==> src/nbe_pkg.sv <==
// shared constants and types for the neighbor bin enumerator
package nbe_pkg;

    localparam int CENTER_W     = 16;   // bin index width
    localparam int CFG_W        = 9;    // bins_per_side register width
    localparam int MAX_SIDE_DEF = 256;  // default largest grid side
    localparam int DIV_STEP     = 2;    // remainder bits resolved per divider stage

    // per-item status that rides along the pipeline
    typedef struct packed {
        logic bad;   // index outside the grid
        logic up;    // a row above exists
        logic down;  // a row below exists
    } nbe_flags_t;

endpackage

==> src/nbe_div_stage.sv <==
// one pipeline stage of the restoring remainder unit (index mod side)
module nbe_div_stage
    import nbe_pkg::*;
#(
    parameter int SW     = 9,
    parameter int HI_BIT = CENTER_W - 1
) (
    input  logic                aclk,
    input  logic                aresetn,
    input  logic                in_valid,
    output logic                in_ready,
    input  logic [CENTER_W-1:0] in_center,
    input  logic [SW-1:0]       in_rem,
    input  nbe_flags_t          in_flags,
    input  logic [SW-1:0]       side,
    output logic                out_valid,
    input  logic                out_ready,
    output logic [CENTER_W-1:0] out_center,
    output logic [SW-1:0]       out_rem,
    output nbe_flags_t          out_flags
);

    logic                valid_reg;
    logic                valid_next;
    logic [CENTER_W-1:0] center_reg;
    logic [SW-1:0]       rem_reg;
    logic [SW-1:0]       rem_next;
    nbe_flags_t          flags_reg;
    logic                load;

    assign in_ready = !valid_reg || out_ready;
    assign load     = in_valid && in_ready;

    // shift in DIV_STEP dividend bits, conditional subtract after each
    always_comb begin
        logic [SW:0] r;
        r = {1'b0, in_rem};
        for (int i = 0; i < DIV_STEP; i++) begin
            r = {r[SW-1:0], in_center[HI_BIT - i]};
            if (r >= {1'b0, side}) begin
                r = r - {1'b0, side};
            end
        end
        rem_next = r[SW-1:0];
    end

    always_comb begin
        valid_next = valid_reg;
        if (load) begin
            valid_next = 1'b1;
        end else if (out_ready) begin
            valid_next = 1'b0;
        end
    end

    always_ff @(posedge aclk) begin
        if (!aresetn) begin
            valid_reg <= 1'b0;
        end else begin
            valid_reg <= valid_next;
        end
    end

    always_ff @(posedge aclk) begin
        if (load) begin
            center_reg <= in_center;
            rem_reg    <= rem_next;
            flags_reg  <= in_flags;
        end
    end

    assign out_valid  = valid_reg;
    assign out_center = center_reg;
    assign out_rem    = rem_reg;
    assign out_flags  = flags_reg;

endmodule

==> src/nbe_emit.sv <==
// walks the 3x3 neighborhood of one item and presents one index per cycle while m_ready is high
module nbe_emit
    import nbe_pkg::*;
#(
    parameter int SW = 9
) (
    input  logic                aclk,
    input  logic                aresetn,
    input  logic                in_valid,
    output logic                in_ready,
    input  logic [CENTER_W-1:0] in_center,
    input  logic [SW-1:0]       in_col,
    input  nbe_flags_t          in_flags,
    input  logic [SW-1:0]       side,
    output logic                m_valid,
    input  logic                m_ready,
    output logic [CENTER_W-1:0] m_index,
    output logic                m_last,
    output logic                m_bad
);

    logic                busy_reg, busy_next;
    logic [CENTER_W-1:0] cur_reg, cur_next;
    logic [CENTER_W-1:0] row_start_reg, row_start_next;
    logic [1:0]          col_cnt_reg, col_cnt_next;
    logic [1:0]          row_cnt_reg, row_cnt_next;
    logic [1:0]          cols_m1_reg, cols_m1_next;
    logic [1:0]          rows_m1_reg, rows_m1_next;
    logic                bad_reg, bad_next;

    logic                load;
    logic                advance;
    logic                last_now;
    logic                has_left;
    logic                has_right;
    logic [CENTER_W-1:0] side_w;
    logic [CENTER_W-1:0] start;

    assign side_w    = CENTER_W'(side);
    assign last_now  = (col_cnt_reg == cols_m1_reg) && (row_cnt_reg == rows_m1_reg);
    assign in_ready  = !busy_reg || (m_ready && last_now);
    assign load      = in_valid && in_ready;
    assign advance   = busy_reg && m_ready;
    assign has_left  = (in_col != '0);
    assign has_right = (in_col != (side - SW'(1)));

    // upper-left corner of the clipped neighborhood
    assign start = in_center - (in_flags.up ? side_w : '0)
                             - (has_left ? CENTER_W'(1) : '0);

    always_comb begin
        busy_next      = busy_reg;
        cur_next       = cur_reg;
        row_start_next = row_start_reg;
        col_cnt_next   = col_cnt_reg;
        row_cnt_next   = row_cnt_reg;
        cols_m1_next   = cols_m1_reg;
        rows_m1_next   = rows_m1_reg;
        bad_next       = bad_reg;
        if (advance) begin
            if (last_now) begin
                busy_next = 1'b0;
            end else if (col_cnt_reg == cols_m1_reg) begin
                col_cnt_next   = '0;
                row_cnt_next   = row_cnt_reg + 2'd1;
                row_start_next = row_start_reg + side_w;
                cur_next       = row_start_reg + side_w;
            end else begin
                col_cnt_next = col_cnt_reg + 2'd1;
                cur_next     = cur_reg + CENTER_W'(1);
            end
        end
        if (load) begin
            busy_next    = 1'b1;
            col_cnt_next = '0;
            row_cnt_next = '0;
            bad_next     = in_flags.bad;
            if (in_flags.bad) begin
                // single error result
                cur_next       = '0;
                row_start_next = '0;
                cols_m1_next   = '0;
                rows_m1_next   = '0;
            end else begin
                cur_next       = start;
                row_start_next = start;
                cols_m1_next   = {1'b0, has_left} + {1'b0, has_right};
                rows_m1_next   = {1'b0, in_flags.up} + {1'b0, in_flags.down};
            end
        end
    end

    always_ff @(posedge aclk) begin
        if (!aresetn) begin
            busy_reg <= 1'b0;
        end else begin
            busy_reg <= busy_next;
        end
    end

    always_ff @(posedge aclk) begin
        cur_reg       <= cur_next;
        row_start_reg <= row_start_next;
        col_cnt_reg   <= col_cnt_next;
        row_cnt_reg   <= row_cnt_next;
        cols_m1_reg   <= cols_m1_next;
        rows_m1_reg   <= rows_m1_next;
        bad_reg       <= bad_next;
    end

    assign m_valid = busy_reg;
    assign m_index = cur_reg;
    assign m_last  = last_now;
    assign m_bad   = bad_reg;

`ifndef SYNTHESIS
    // an error item is one zero result
    assert property (@(posedge aclk) disable iff (!aresetn)
        busy_reg && bad_reg |-> last_now && (cur_reg == '0))
        else $error("error item not a single zero result");

    // counters never run past the clipped extent
    assert property (@(posedge aclk) disable iff (!aresetn)
        busy_reg |-> (col_cnt_reg <= cols_m1_reg) && (row_cnt_reg <= rows_m1_reg)
                     && (cols_m1_reg != 2'd3) && (rows_m1_reg != 2'd3))
        else $error("neighborhood counter out of range");

    // after the final result goes out with nothing waiting, the walker goes idle
    assert property (@(posedge aclk) disable iff (!aresetn)
        busy_reg && m_ready && last_now && !in_valid |=> !busy_reg)
        else $error("walker did not release after final result");

    // a non-final handoff moves by one column or one row
    assert property (@(posedge aclk) disable iff (!aresetn)
        busy_reg && m_ready && !last_now |=> busy_reg
            && ((cur_reg == $past(cur_reg) + CENTER_W'(1))
                || (cur_reg == $past(row_start_reg) + side_w)))
        else $error("neighbor index stepped wrongly");
`endif

endmodule

==> src/neighbor_bin_enumerator_2d.sv <==
// top level: 3x3 neighborhood enumeration over a square bin grid
//
// s_tdata carries the linear index of a bin (column + row * side). for each
// item the block sends, on the m_ channel, the linear indices of the up to
// nine grid bins around it, row-major from upper-left to lower-right, the bin
// itself included; m_tlast marks the final one. an index at or beyond
// side*side gives one result of zero with m_tuser (bad index) and m_tlast set.
// cfg_wr_en/cfg_wr_data set bins_per_side (0 acts as 1, values above MAX_SIDE
// act as MAX_SIDE); write it only with the block idle.
// the first result follows the input register, 8 remainder stages at 2 bits each
// and the neighborhood walker.
// throughput: one result per cycle while m_tready is high; an item gives 1, 4, 6
// or 9 results depending on how many neighbors lie inside the grid, and the
// walker's one-result-per-cycle output sets the sustained rate.
// reset (aresetn low, synchronous) empties the pipeline and sets the side
// to 1. when m_tready is low the walker holds its result and the stages
// behind it fill up and then drop s_tready; nothing is lost or repeated.
module neighbor_bin_enumerator_2d
    import nbe_pkg::*;
#(
    parameter int MAX_SIDE = MAX_SIDE_DEF
) (
    input  logic                aclk,
    input  logic                aresetn,
    // configuration
    input  logic                cfg_wr_en,
    input  logic [CFG_W-1:0]    cfg_wr_data,   // bins_per_side
    // query items
    input  logic                s_tvalid,
    output logic                s_tready,
    input  logic [CENTER_W-1:0] s_tdata,       // [15:0] center_bin
    // neighbor items
    output logic                m_tvalid,
    input  logic                m_tready,
    output logic [CENTER_W-1:0] m_tdata,       // [15:0] neighbor_bin
    output logic                m_tlast,       // last_neighbor
    output logic [0:0]          m_tuser        // [0] bad_index
);

    localparam int SW   = $clog2(MAX_SIDE + 1);            // side width
    localparam int CW   = (SW > CFG_W) ? SW : CFG_W;       // clamp compare width
    localparam int SQW  = 2 * SW;                          // side squared width
    localparam int XW   = (SQW > CENTER_W) ? SQW : CENTER_W;
    localparam int NSTG = CENTER_W / DIV_STEP;             // remainder stages

    localparam logic [CW-1:0] MAX_SIDE_C = CW'(MAX_SIDE);

    // configuration and derived grid sizes
    logic [CFG_W-1:0] cfg_reg;
    logic [SW-1:0]    side_reg;
    logic [SQW-1:0]   side_sq_reg;
    logic [SQW-1:0]   side_dn_reg;    // side * (side - 1): first index of the bottom row
    logic [CW-1:0]    cfg_ext;
    logic [SW-1:0]    side_clamp;

    assign cfg_ext = CW'(cfg_reg);

    always_comb begin
        if (cfg_reg == '0) begin
            side_clamp = SW'(1);
        end else if (cfg_ext > MAX_SIDE_C) begin
            side_clamp = SW'(MAX_SIDE_C);
        end else begin
            side_clamp = SW'(cfg_ext);
        end
    end

    // derived sizes follow the register in the next cycle; an item passes the input
    // register before any stage looks at them
    always_ff @(posedge aclk) begin
        if (!aresetn) begin
            cfg_reg     <= CFG_W'(1);
            side_reg    <= SW'(1);
            side_sq_reg <= SQW'(1);
            side_dn_reg <= '0;
        end else begin
            if (cfg_wr_en) begin
                cfg_reg <= cfg_wr_data;
            end
            side_reg    <= side_clamp;
            side_sq_reg <= SQW'(side_clamp) * SQW'(side_clamp);
            side_dn_reg <= SQW'(side_clamp) * SQW'(side_clamp - SW'(1));
        end
    end

    // input register
    logic                in_valid_reg;
    logic [CENTER_W-1:0] in_center_reg;
    logic [XW-1:0]       center_x;

    logic [NSTG:0]       v_w;
    logic [NSTG:0]       r_w;
    logic [CENTER_W-1:0] c_w   [NSTG+1];
    logic [SW-1:0]       rem_w [NSTG+1];
    nbe_flags_t          f_w   [NSTG+1];

    assign s_tready = !in_valid_reg || r_w[0];

    always_ff @(posedge aclk) begin
        if (!aresetn) begin
            in_valid_reg <= 1'b0;
        end else if (s_tready) begin
            in_valid_reg <= s_tvalid;
        end
    end

    always_ff @(posedge aclk) begin
        if (s_tvalid && s_tready) begin
            in_center_reg <= s_tdata;
        end
    end

    // row tests need no row number: compare the index against row boundaries
    assign center_x   = XW'(in_center_reg);
    assign v_w[0]     = in_valid_reg;
    assign c_w[0]     = in_center_reg;
    assign rem_w[0]   = '0;
    assign f_w[0].bad  = (center_x >= XW'(side_sq_reg));
    assign f_w[0].up   = (center_x >= XW'(side_reg));
    assign f_w[0].down = (center_x < XW'(side_dn_reg));

    // remainder pipeline: column = index mod side
    for (genvar k = 0; k < NSTG; k++) begin : g_div
        nbe_div_stage #(
            .SW     (SW),
            .HI_BIT (CENTER_W - 1 - k * DIV_STEP)
        ) u_stage (
            .aclk       (aclk),
            .aresetn    (aresetn),
            .in_valid   (v_w[k]),
            .in_ready   (r_w[k]),
            .in_center  (c_w[k]),
            .in_rem     (rem_w[k]),
            .in_flags   (f_w[k]),
            .side       (side_reg),
            .out_valid  (v_w[k+1]),
            .out_ready  (r_w[k+1]),
            .out_center (c_w[k+1]),
            .out_rem    (rem_w[k+1]),
            .out_flags  (f_w[k+1])
        );
    end

    // neighborhood walker doubles as the output register
    nbe_emit #(
        .SW (SW)
    ) u_emit (
        .aclk      (aclk),
        .aresetn   (aresetn),
        .in_valid  (v_w[NSTG]),
        .in_ready  (r_w[NSTG]),
        .in_center (c_w[NSTG]),
        .in_col    (rem_w[NSTG]),
        .in_flags  (f_w[NSTG]),
        .side      (side_reg),
        .m_valid   (m_tvalid),
        .m_ready   (m_tready),
        .m_index   (m_tdata),
        .m_last    (m_tlast),
        .m_bad     (m_tuser[0])
    );

endmodule
==> config.mk <==
export PLATFORM = sky130hd
export DESIGN_NAME = neighbor_bin_enumerator_2d
export DESIGN_NICKNAME = d
export VERILOG_FILES = /design/src/nbe_pkg.sv /design/src/nbe_div_stage.sv /design/src/nbe_emit.sv /design/src/neighbor_bin_enumerator_2d.sv
export SDC_FILE = /design/constraint.sdc
export NUM_CORES = 1
export LEC_CHECK = 0
export BUFFER_PORTS_ARGS = -buffer_cell sky130_fd_sc_hd__buf_2
export CAP_MARGIN = 20
export CORE_MARGIN = 1
export CORE_UTILIZATION = 50
export DETAILED_ROUTE_END_ITERATION = 8
export GPL_ROUTABILITY_DRIVEN = 0
export HOLD_SLACK_MARGIN = 0.06
export PLACE_DENSITY = 0.65
export SYNTH_ARGS = -nofsm -noshare
export SYNTH_HDL_FRONTEND = slang
export SYNTH_SLANG_ARGS = --single-unit
==> constraint.sdc <==
create_clock -name aclk -period 8.9 [get_ports aclk]
set_input_delay 0.445 -clock aclk [delete_from_list [all_inputs] [get_ports aclk]]
set_output_delay 0.445 -clock aclk [all_outputs]
set_load 0.02 [all_outputs]
# ---- Yosys cells after proc, flatten, opt, wreduce, memory -nomap -nowiden
# Cells that the tools add are included.
dict set report word_totals {
  elab_cells 215
  reg_bits 345
  input_bits 30
}
dict set report op_classes {
  n_eq_ne 4
  mux 49
  add_sub_neg 26
  reduce_logical 51
  bitwise_logic 1
  order_cmp 20
  n_mul 2
}
# op n
set ops {}
lappend ops {{$mux 9} 19}
lappend ops {{$ge 10x9->1} 15}
lappend ops {{$mux 16} 9}
lappend ops {{$sub 9x9->9} 15}
lappend ops {{$sub 16x16->16} 2}
lappend ops {{$reduce_bool 2->1} 11}
lappend ops {{$mux 1} 20}
lappend ops {{$ge 16x18->1} 1}
lappend ops {{$lt 16x18->1} 1}
lappend ops {{$mul 10x10->18} 1}
lappend ops {{$mul 9x9->18} 1}
lappend ops {{$add 16x1->16 const B} 1}
lappend ops {{$add 16x9->16} 1}
lappend ops {{$ge 16x9->1} 1}
lappend ops {{$logic_and 1x1->1} 13}
lappend ops {{$logic_not 1->1} 10}
lappend ops {{$logic_or 1x1->1} 10}
lappend ops {{$sub 9x1->10 const B} 1}
lappend ops {{$ge 1x9->1} 1}
lappend ops {{$gt 9x9->1 const B} 1}
lappend ops {{$logic_not 9->1} 1}
lappend ops {{$ne 9x9->1} 1}
lappend ops {{$reduce_bool 9->1} 1}
lappend ops {{$sub 1x9->9} 1}
lappend ops {{other kinds (9)} 15}

# ---- Depth between registers and ports, before layout
# Gate-level depths: netlist of run 1.
dict set report logic_depth {
  word_depth 14
  mapped_depth 26
}

# ---- Modules after synthesis
# A second synthesis of run 1 with hierarchy kept.
dict set report unflattened {
  cells_unflattened 2649
  hier_area_um2 27213.6
}
# module n_inst cells_each area_each_um2
set by_module_without_submodules {}
lappend by_module_without_submodules {neighbor_bin_enumerator_2d 1 870 7941.4}
lappend by_module_without_submodules {{nbe_div_stage (g_div[2].u_stage ...)} 4 164 1910.6}
lappend by_module_without_submodules {{nbe_div_stage (g_div[0].u_stage ...)} 3 164 1931.9}
lappend by_module_without_submodules {nbe_emit 1 465 3921.3}
lappend by_module_without_submodules {{nbe_div_stage (g_div[5].u_stage)} 1 166 1913.1}

# ---- Worst setup path after synthesis of run 1
# OpenSTA, ideal clock, no wires.
dict set report synth_timing {
  path_kind {reg2reg}
  from {register cfg_reg[4], in the netlist cfg_ext[4]}
  to {register side_dn_reg[15]}
  setup_ns 0.071
  t_required_ns 8.829
  path_stages_with_launch 25
  n_path_buf 2
  t_arrival_ns 6.198
  slack_ns 2.632
  cell_sequence {dfxtp_1 -> nor4_1 -> a21oi_1 -> or2_2 -> clkbuf_1 -> clkbuf_1 -> ha_1 -> nand3_1 -> ha_1 -> nand2b_1 -> fa_1 -> fa_1 -> inv_1 -> fa_1 -> fa_1 -> inv_1 -> fa_1 -> inv_1 -> ha_1 -> o21a_1 -> o21ai_0 -> nor4_1 -> nor2b_1 -> or3_1 -> a21oi_1}
}
dict set report synth_via {
  elab_chain_cells 5
  word_cells_on_any_way 6
}
# element line
set synth_rtl {}
lappend synth_rtl {{from (decl)} neighbor_bin_enumerator_2d.sv:49} ;# logic [CFG_W-1:0] cfg_reg;
lappend synth_rtl {{from (signal assigned)} neighbor_bin_enumerator_2d.sv:78} ;# cfg_reg <= cfg_wr_data;
lappend synth_rtl {{$gt 9x9->1} neighbor_bin_enumerator_2d.sv:61} ;# end else if (cfg_ext > MAX_SIDE_C) begin
lappend synth_rtl {{$mux 9} neighbor_bin_enumerator_2d.sv:61}
lappend synth_rtl {{$mux 9 (*)} neighbor_bin_enumerator_2d.sv:59} ;# if (cfg_reg == '0) begin
lappend synth_rtl {{$sub 9x1->10} neighbor_bin_enumerator_2d.sv:82} ;# side_dn_reg <= SQW'(side_clamp) * SQW'(side_clamp - SW'(1));
lappend synth_rtl {{$mul 10x10->18 (*)} neighbor_bin_enumerator_2d.sv:82}
lappend synth_rtl {{to (signal assigned)} neighbor_bin_enumerator_2d.sv:82}
lappend synth_rtl {{to (decl)} neighbor_bin_enumerator_2d.sv:52} ;# logic [SQW-1:0] side_dn_reg;
# Mark *: on every way between the ends. The rest lies on a longest branch, timed or not.
# A chain may end at the register's enable or synchronous reset.

# ---- Final worst setup path of run 1
dict set report layout_timing {
  from {register cfg_reg[8], in the netlist cfg_ext[8]}
  to {register side_dn_reg[15]}
}
dict set report layout_via {
  elab_chain_cells 5
  word_cells_on_any_way 6
}
# element line
set layout_rtl {}
lappend layout_rtl {{$gt 9x9->1} neighbor_bin_enumerator_2d.sv:61}
lappend layout_rtl {{$mux 9} neighbor_bin_enumerator_2d.sv:61}
lappend layout_rtl {{$mux 9 (*)} neighbor_bin_enumerator_2d.sv:59}
lappend layout_rtl {{via side_clamp[3]} neighbor_bin_enumerator_2d.sv:54} ;# logic [SW-1:0] side_clamp;
lappend layout_rtl {{$sub 9x1->10} neighbor_bin_enumerator_2d.sv:82}
lappend layout_rtl {{$mul 10x10->18 (*)} neighbor_bin_enumerator_2d.sv:82}
# The timed path passes the listed nets; every way through them passes the cells marked *.

==> run summary, run 1 <==
crit path max fanout: 20
n_diodes: 0
DRC Markers: 0
critical register-to-register path endpoint: side_dn_reg[15]$_SDFF_PN0_
period utilisation layout: 84.6%
vias in the first global route: 18,800
WL met1: 25.8 mm
number of flops mapped to enable cells by yosys: 277
fraction of post-synthesis cell area in the top cell type by area: 32.5%
clock share of power: 30.7%
sw power: 0.00163 W
area occupied by multi-input gates: 15,000 sq um
mean post-synth cell area: 10.6 sq um
register area: 9620 sq um
Final Util: 56.0%
Setup TNS Final: 0 ps
Reg2Reg Depth: 22
combinational family with the most area after synthesis: adder cells
Distinct cells, synth: 71
Post CTS Setup Buffer Count: 0
leakage power: 11.7 nW
antenna violations before repair: 1
critical path capture point type: flop
fin. max-slew vios: 0
die width: 228 microns
final std cells w/o fill: 3,221
CTS Buf Count: 39
# IOs: 50
Synth Area in Compound Gates: 10.8%
largest net degree at the start of global routing: 44
worst IR drop on VDD: 0.000158 V
Final Hold Violating Endpoints: 0
CTS max path bufs: 3
PostCTS Resize Cnt: 0
sequential share of power: 36.5%
Yosys top cell by area: edfxtp_1
critical path type: flop to flop
clock latency on the worst-skew pair: 550 ps
asr flop ratio synth: 0%
yosys warns: 0
Hold-fix buffers, CTS: 15
Power Density: 184 nW/um^2
Main synth FF type: edfxtp_1
Yosys reg bits: 342
clock skew: 10.3 ps
commonest non-fill, non-tap cell in the layout: ha_1
share of cells above drive strength 1: 10.5%
Die Ht: 228 microns
Placed Cells: 3,136
Comb power frac: 32.8%
wire length on met3: 2.44 mm
clock slew at reported path FFs: 50 ps
Vias/cell: 5.66
top cells by area, synth: edfxtp_1, ha_1, fa_1, dfxtp_1, mux2_2
die area: 52,100 sq um
register area share after synthesis: 37.6%
Final min period: 7530 ps
Post-Synthesis Cells: 2,418
Cell Int Power: 0.00356 W
Setup Viol. Count Final: 0
Max-Cap Viols: 0
WHS: 90.2 ps
GRT Util Overall: 22.4%
# port buffers: 49
CP Data Arrival Time: 8000 ps
Switching Fraction: 31.4%
DP HPWL: 43.3 mm
startpoint types: flop
outcome: completed
vias: 18,200
FMAX: 133 MHz
final worst-path setup slack: 1370 ps
Synth-to-Final Area Change: 10.2%
hold-critical path depth: 1
Synth Area in Simple Gates: 12.6%
Req. time, crit path: 9370 ps
Pre-antenna DRT Iters: 5
most frequent cells in the layout: ha_1, edfxtp_1, inv_1
R2R Path Start: cfg_ext[8]$_SDFFE_PN0P_
Synth Cell Area: 25,600 sq um
Layout fillers: 4,326
first-pass GRT wire length: 94.8 mm
WL final: 57.8 mm
antenna-violating nets left: 0
hold path start: s_tdata[9]
Worst R2R Setup Slack: 1370 ps
CTS root buf: clkbuf_16
Post-Synth XOR/XNOR Area: 5.51%
First DRT Iteration DRCs: 1,419
post-synthesis mux area share: 5.95%
Slew headroom: 34.1%
Placement Setup Slack: 1470 ps
htree depth: 2
adder-cell area share of the yosys netlist: 23.3%
Top Layer Used: met4
worst hold path type: input pin to flop
routed wire length on met2: 27.8 mm
layout net count: 2,963
row cnt: 82
# clock sinks: 342
Starting Density: 50.8%
CTS tree: yes
max reg flops: 128
worst slew pin tran: 975 ps
core area: 50,400 sq um
GRT overflow: 0
Routed wire per std cell: 17.9 microns
Worst Hold End: in_center_reg[9]$_DFFE_PP_
RSZ-0062 raised after global routing: false
## cells in the mapped netlist, types with 4 or more instances
| cell | instances |
|---|---|
| nor2b_1 | 53 |
| and4_1 | 8 |
| buf_1 | 4 |
| a21o_1 | 40 |
| o21ai_0 | 86 |
| a21boi_0 | 9 |
| edfxtp_1 | 277 |
| a41o_1 | 7 |
| nand2b_1 | 53 |
| o2111ai_1 | 7 |
| a211oi_1 | 17 |
| and3_1 | 10 |
| a31oi_1 | 24 |
| clkbuf_1 | 38 |
| ha_1 | 306 |
| mux2i_1 | 34 |
| o22ai_1 | 10 |
| mux2_2 | 103 |
| nor3b_1 | 9 |
| dfxtp_1 | 65 |
| o21bai_1 | 8 |
| xor2_1 | 74 |
| nand2_1 | 112 |
| a21oi_1 | 113 |
| and2_1 | 27 |
| o21a_1 | 24 |
| nand3_1 | 49 |
| xnor2_1 | 87 |
| inv_1 | 248 |
| a211o_1 | 6 |
| or3_1 | 9 |
| nand3b_1 | 10 |
| o31ai_1 | 17 |
| nand4_1 | 22 |
| or2_2 | 13 |
| or4_1 | 8 |
| o41ai_1 | 5 |
| nor3_1 | 45 |
| nor2_1 | 204 |
| nor4_1 | 8 |
| fa_1 | 107 |
| o31a_1 | 7 |
| o211ai_1 | 14 |
## power groups by stage
stage / combinational [W] / clock [W] / sequential, W
after global routing: 0.00191 / 0.00168 / 0.00190
after global placement: 0.00162 / 0 / 0.00193
after CTS: 0.00170 / 0.00163 / 0.00190
after floorplan: 0.00134 / 0 / 0.00191
after detailed placement: 0.00167 / 0 / 0.00193
final: 0.00170 / 0.00159 / 0.00190
## worst max-delay path, cell delays in order (launching register included)
cell and delay (ps):
dfxtp_1 730, nand2b_1 710, inv_1 280, nor2_1 280, and4_1 250, nand3_1 100
ha_1 400, nand2b_1 210, fa_1 510, fa_1 550, inv_1 60, fa_1 530
fa_1 550, inv_1 50, fa_1 540, inv_1 40, ha_1 300, o21a_1 170
o21ai_0 140, nor4_1 440, nor2b_1 120, or3_1 360, a21oi_1 140
## area by class of cell
cell class / instances / area share, %
repair buffers: 85 / 1.96
multi-input cells: 1802 / 53.1
clock buffers: 48 / 3.84
clock inverters: 22 / 0.670
flip-flops and latches: 342 / 34.1
inverters: 250 / 3.33
well taps: 672 / 2.98
## routing by layer
| layer | global-route usage [%] | up-vias |
|---|---|---|
| li1 | - | 8819 |
| met1 | 29.2 | 8840 |
| met2 | 38.4 | 429 |
| met3 | 2.83 | 131 |
| met4 | 7.89 | 0 |
| met5 | 0 | - |
## through the flow
stage                     area, sq um  total power, W
after CTS                       28200         0.00522
after global placement          26800         0.00354
final                           28200         0.00519
after floorplan                 25700         0.00324
after global routing            28200         0.00550
after detailed placement        26800         0.00360
## worst max-delay path by stage
stage                       startpoint                         end  slack (ps)
3_3_place_gp   cfg_ext[8]$_SDFFE_PN0P_  side_dn_reg[15]$_SDFF_PN0_        1730
6_report       cfg_ext[8]$_SDFFE_PN0P_  side_dn_reg[15]$_SDFF_PN0_        1370
2_1_floorplan  cfg_ext[4]$_SDFFE_PN0P_  side_dn_reg[15]$_SDFF_PN0_        2630
4_1_cts        cfg_ext[8]$_SDFFE_PN0P_  side_dn_reg[15]$_SDFF_PN0_        1450
5_1_grt        cfg_ext[8]$_SDFFE_PN0P_  side_dn_reg[15]$_SDFF_PN0_         980
3_5_place_dp   cfg_ext[8]$_SDFFE_PN0P_  side_dn_reg[15]$_SDFF_PN0_        1470
## cell families after synthesis
family,count (synthesis)
muxes,139
buffers and inverters,292
DFF,342
and+or+nand+nor,647
xor gates and xnor gates,161
adders and majority gates,413
AOI/OAI and AO/OA,422
other,2
(Power assumes the default switching activity.)
==> run 2, diff against run 1 <==
- ABC_AREA: default -> 1
- PLACE_DENSITY: 0.65 -> 0.67
- clock period: 8.9 -> 6.65 ns (I/O delays scaled with it)
==> run 2 against run 1 <==
The flow now finishes with violations (design-rule violations); sequential power rose by 37%; synthesized cell count rose by 19%; combinational power increased by 67%; first-iteration DRC count grew 2.1%; clock power is 45% higher; non-clock buffer count up 24; clock-buffer cell count is 2 lower; cell area grew 2.3%; register-to-register slack lost 960 ps; routed wire length rose by 2.0%.
==> run summary, run 2 <==
outcome: complete, but fails checks
failing checks: design-rule violations
Routed wire per std cell: 15.9 microns
Critical Path Max Stage Delay: 550 ps
worst slew pin tran: 988 ps
critical register-to-register path endpoint: side_dn_reg[16]$_SDFF_PN0_
Final Util: 56.3%
critical path type: flop to flop
CTS Buf Count: 40
Worst Hold End: cfg_ext[4]$_SDFFE_PN0P_
crit path max fanout: 8
clock skew: 24.2 ps
register area share after synthesis: 37.1%
antenna violations before repair: 0
# clock sinks: 342
fin. max-slew vios: 0
Yosys top cell by area: edfxtp_1
Power Density: 269 nW/um^2
Layout fillers: 4,458
number of flops mapped to enable cells by yosys: 277
period utilisation layout: 93.8%
mean post-synth cell area: 9.02 sq um
layout net count: 3,445
largest net degree at the start of global routing: 40
First DRT Iteration DRCs: 1,449
most frequent cells in the layout: nand2_1, inv_1, ha_1
n_diodes: 0
Pre-antenna DRT Iters: 7
register area: 9620 sq um
Slew headroom: 34.1%
die width: 230 microns
RSZ-0062 raised after global routing: false
worst hold path type: input pin to flop
Final Hold Violating Endpoints: 0
total power: 0.00775 W
vias in the first global route: 20,100
commonest cells in the netlist: nand2_1, inv_1, ha_1
Setup TNS Final: 0 ps
DRC Markers: 2
Req. time, crit path: 7140 ps
CP Data Arrival Time: 6730 ps
critical path capture point type: flop
die area: 52,800 sq um
Post-Synthesis Cells: 2,876
DP HPWL: 44.7 mm
CTS max path bufs: 3
Synth Cell Area: 26,000 sq um
commonest non-fill, non-tap cell in the layout: nand2_1
antenna-violating nets left: 0
GRT Util Overall: 23.0%
hold path start: cfg_wr_data[4]
Area after DPL: 27,100 sq um
Max stage delay cell, worst path: fa_1
# IOs: 50
top cells by area, synth: edfxtp_1, ha_1, fa_1, nand2_1, inv_1
clock latency on the worst-skew pair: 580 ps
count leader, synth: nand2_1
first-pass GRT wire length: 98.4 mm
worst IR drop on VDD: 0.000237 V
yosys warns: 0
CP Buf/Inv Count: 6
R2R Path Start: cfg_ext[0]$_SDFFE_PN1P_
hold-critical path depth: 3
Synth-to-Final Area Change: 11.2%
Main synth FF type: edfxtp_1
vias: 19,800
share of cells above drive strength 1: 9.17%
Distinct cells, synth: 59
CTS root buf: clkbuf_16
WHS: 118 ps
Starting Density: 50.6%
Setup Viol. Count Final: 0
Yosys reg bits: 342
WL final: 58.9 mm
Vias/cell: 5.34
FMAX: 160 MHz
Final min period: 6230 ps
core area: 51,300 sq um
asr flop ratio synth: 0%
Die Ht: 230 microns
area occupied by multi-input gates: 14,400 sq um
Largest delay share family, worst path: adder cells
# port buffers: 49
htree depth: 2
Reg2Reg Depth: 28
startpoint types: flop
clock slew at reported path FFs: 60 ps
CTS tree: yes
max reg flops: 128
fraction of post-synthesis cell area in the top cell type by area: 32.1%
Max-Cap Viols: 0
leakage power: 13.1 nW
Worst R2R Setup Slack: 420 ps
fin area: 28,900 sq um
row cnt: 83
GRT overflow: 0
-- run 2: cell count changes after synthesis, sizes merged, moves of 34 or more --
cell / change
nand2b: -53
inv: +219
a21oi: +77
nand2: +446
o21ai: +147
nor2b: -53
mux2: -105
mux2i: -34
nand3: +42
-- run 2: logic make-up after synthesis --
group | Yosys count | share of synthesized area, %
flops | 342 | 37.1
compound gates | 502 | 10.9
buf+inv | 511 | 7.80
simple gates | 974 | 16.7
other cells | 2 | 0.0289
xor+xnor | 132 | 4.45
fa+ha+maj | 413 | 23.0
-- run 2: how the worst max path moves through the flow --
stage | startpoint | end | slack [ps] | cells past startpoint
after floorplan | cfg_ext[1]$_SDFFE_PN0P_ | side_dn_reg[16]$_SDFF_PN0_ | 510 | 31
after global placement | cfg_ext[5]$_SDFFE_PN0P_ | side_dn_reg[16]$_SDFF_PN0_ | 350 | 30
after detailed placement | cfg_ext[5]$_SDFFE_PN0P_ | side_dn_reg[16]$_SDFF_PN0_ | 250 | 30
after CTS | cfg_ext[5]$_SDFFE_PN0P_ | side_dn_reg[16]$_SDFF_PN0_ | 240 | 30
after global routing | cfg_ext[4]$_SDFFE_PN0P_ | side_dn_reg[16]$_SDFF_PN0_ | 10 | 30
final | cfg_ext[0]$_SDFFE_PN1P_ | side_dn_reg[16]$_SDFF_PN0_ | 420 | 28
-- run 2: what timing repair did --
action	CTS	global route
resized for setup	0	6
buffers inserted	0	3
hold endpoints to repair	24	0
hold buffers	25	0
setup endpoints to repair	0	5
-- run 2: cell type report --
type                       count  area share [%]
multi-input combinational   2041            49.9
sequential                   342            33.3
inverter                     468            6.12
clock buffer                  46            3.65
tap                          680            2.95
timing repair buffer         109            2.86
clock inverter                26            1.14
-- run 2: layer usage --
metal	GRT usage (%)	wire, microns	vias up
met5	0	0	-
met4	7.72	1540	0
met3	3.14	2920	106
met2	39.9	28600	500
met1	29.4	25900	9359
li1	-	-	9849
-- run 2: tightest hold or removal path, delay by kind of cell --
family / cells / cell delay, ps
buffers and inverters: 1 / 80
AOI/OAI and AO/OA: 2 / 230
-- run 2: through the flow --
step | cells | worst slack (ps)
4_1_cts | 3705 | 237
3_3_place_gp | 3608 | 345
6_report | 3712 | 416
3_5_place_dp | 3608 | 254
5_1_grt | 3712 | 12.5
2_1_floorplan | 2894 | 511
-- run 2: power breakdown --
| part | internal [W] | switching (W) | total (W) | leakage [nW] |
|---|---|---|---|---|
| sequential | 0.00252 | 0.0000798 | 0.00260 | 3.06 |
| combinational | 0.00112 | 0.00172 | 0.00284 | 9.37 |
| clock | 0.00139 | 0.000921 | 0.00231 | 0.669 |
==> run 3, diff against run 2 <==
- BUFFER_PORTS_ARGS: -buffer_cell sky130_fd_sc_hd__buf_2 -> default
- CORE_UTILIZATION: 50 -> 59
- DONT_BUFFER_PORTS: default -> 1
- PLACE_DENSITY: 0.67 -> 0.77
==> run 3 against run 2 <==
The run now ends clean; routed wire length is 1.3% higher; register-to-register slack worse by 40 ps; die area is 15% lower; utilization is 9.6 points higher; combinational power hardly changed; flip-flop and latch count stayed put; first-iteration DRC count is 5.8% lower; clock power is 3% lower.
==> run summary, run 3 (synthesis results as in run 2) <==
Starting Density: 60.0%
crit path max fanout: 6
layout net count: 3,394
Max-Cap Viols: 0
GRT overflow: 0
htree depth: 2
vias in the first global route: 20,500
# clock sinks: 342
Placed Cells: 3,460
Layout fillers: 3,311
period utilisation layout: 94.4%
antenna-violating nets left: 0
Pre-antenna DRT Iters: 5
core area: 43,300 sq um
worst IR drop on VDD: 0.000293 V
die area: 44,800 sq um
share of cells above drive strength 1: 7.31%
DP HPWL: 44.3 mm
vias: 20,200
GRT Util Overall: 27.5%
Cell Int Power: 0.00497 W
CP most frequent cell: nand2_1
worst slew pin tran: 1050 ps
Comb power frac: 37.1%
n_diodes: 0
Req. time, crit path: 7090 ps
FMAX: 159 MHz
clock latency on the worst-skew pair: 560 ps
DRC Markers: 0
Final min period: 6280 ps
# port buffers: 0
clock slew at reported path FFs: 60 ps
row cnt: 76
Setup TNS Final: 0 ps
Routed wire per std cell: 16.7 microns
R2R Path Start: cfg_ext[4]$_SDFFE_PN0P_
CTS root buf: clkbuf_16
Slew headroom: 30.1%
Worst Hold End: cfg_ext[7]$_SDFFE_PN0P_
register area: 9620 sq um
hold path start: cfg_wr_en
most frequent cells in the layout: nand2_1, inv_1, ha_1
sequential share of power: 33.9%
critical path capture point type: flop
Synth-to-Final Area Change: 9.74%
Critical Path Max Stage Delay: 560 ps
Switching Fraction: 35.4%
# IOs: 50
clock skew: 26.9 ps
leakage power: 12.9 nW
CTS max path bufs: 3
final worst-path setup slack: 373 ps
CP Data Arrival Time: 6720 ps
max reg flops: 128
WHS: 106 ps
CTS tree: yes
Final Hold Violating Endpoints: 0
Max stage delay cell, worst path: fa_1
commonest non-fill, non-tap cell in the layout: nand2_1
Power Density: 270 nW/um^2
Setup Viol. Count Final: 0
Reg2Reg Depth: 30
sw power: 0.00272 W
Placement Setup Slack: 91.6 ps
Vias/cell: 5.67
final std cells w/o fill: 3,566
WL final: 59.7 mm
critical path type: flop to flop
antenna violations before repair: 0
CTS Buf Count: 38
hold-critical path depth: 2
Worst R2R Setup Slack: 370 ps
startpoint types: flop
Die Ht: 212 microns
worst hold path type: input pin to flop
fin. max-slew vios: 0
clock share of power: 29.0%
die width: 212 microns
total power: 0.00769 W
first-pass GRT wire length: 98.3 mm
outcome: completed
largest net degree at the start of global routing: 39
critical register-to-register path endpoint: side_dn_reg[16]$_SDFF_PN0_
First DRT Iteration DRCs: 1,365
area occupied by multi-input gates: 14,400 sq um
run 3: what timing repair did:
item / CTS / global route
endpoints found under the setup margin: 0 / 9
buffers inserted: 0 / 1
resized for setup: 0 / 10
endpoints found under the hold margin: 57 / 0
hold buffers: 31 / 0
run 3: worst max-delay path by stage:
stage,from,endpoint,slack [ps],depth (start not counted)
floorplan,cfg_ext[1]$_SDFFE_PN0P_,side_dn_reg[16]$_SDFF_PN0_,510,31
global placement,cfg_ext[8]$_SDFFE_PN0P_,side_dn_reg[16]$_SDFF_PN0_,270,31
detailed placement,cfg_ext[8]$_SDFFE_PN0P_,side_dn_reg[16]$_SDFF_PN0_,90,31
CTS,cfg_ext[8]$_SDFFE_PN0P_,side_dn_reg[16]$_SDFF_PN0_,80,31
global route,cfg_ext[0]$_SDFFE_PN1P_,side_dn_reg[16]$_SDFF_PN0_,-8,30
finish,cfg_ext[4]$_SDFFE_PN0P_,side_dn_reg[16]$_SDFF_PN0_,370,30
run 3: area by class of cell:
type / count / share of cell area (%)
Multi-Input combinational cell: 2041 / 50.6
Clock inverter: 23 / 1.05
Tap cell: 585 / 2.57
Clock buffer: 47 / 3.60
Inverter: 468 / 6.21
Sequential cell: 342 / 33.8
Timing Repair Buffer: 60 / 2.17
run 3: worst max-delay path, delay by kind of cell (launching register included):
kind / cells / cell delay [ps]
buffers and inverters: 6 / 370
adder cells (fa/ha/maj): 8 / 3540
AO/OA/AOI/OAI: 5 / 680
AND/OR/NAND/NOR: 11 / 1250
flip-flops: 1 / 340
run 3: power by group through the flow:
stage | Combinational [W] | Clock [W] | Sequential, W
floorplan | 0.00227 | 0 | 0.00262
global placement | 0.00265 | 0 | 0.00264
detailed placement | 0.00278 | 0 | 0.00265
CTS | 0.00283 | 0.00226 | 0.00260
global route | 0.00326 | 0.00234 | 0.00261
finish | 0.00285 | 0.00223 | 0.00261
run 3: per-stage QoR:
step	cell area [sq um]	utilization, %
after CTS	28300	65.5
after global placement	26700	61.7
final	28500	65.8
after global routing	28500	65.8
after detailed placement	26700	61.7
after floorplan	26000	-
run 3: per-layer routing:
layer | track usage, % | vias up | part of all wire, %
met5 | 0 | - | 0
met4 | 11.3 | 0 | 4.1
met3 | 4.41 | 191 | 6.6
met2 | 48.3 | 704 | 49
met1 | 33.6 | 9594 | 40
li1 | - | 9737 | -
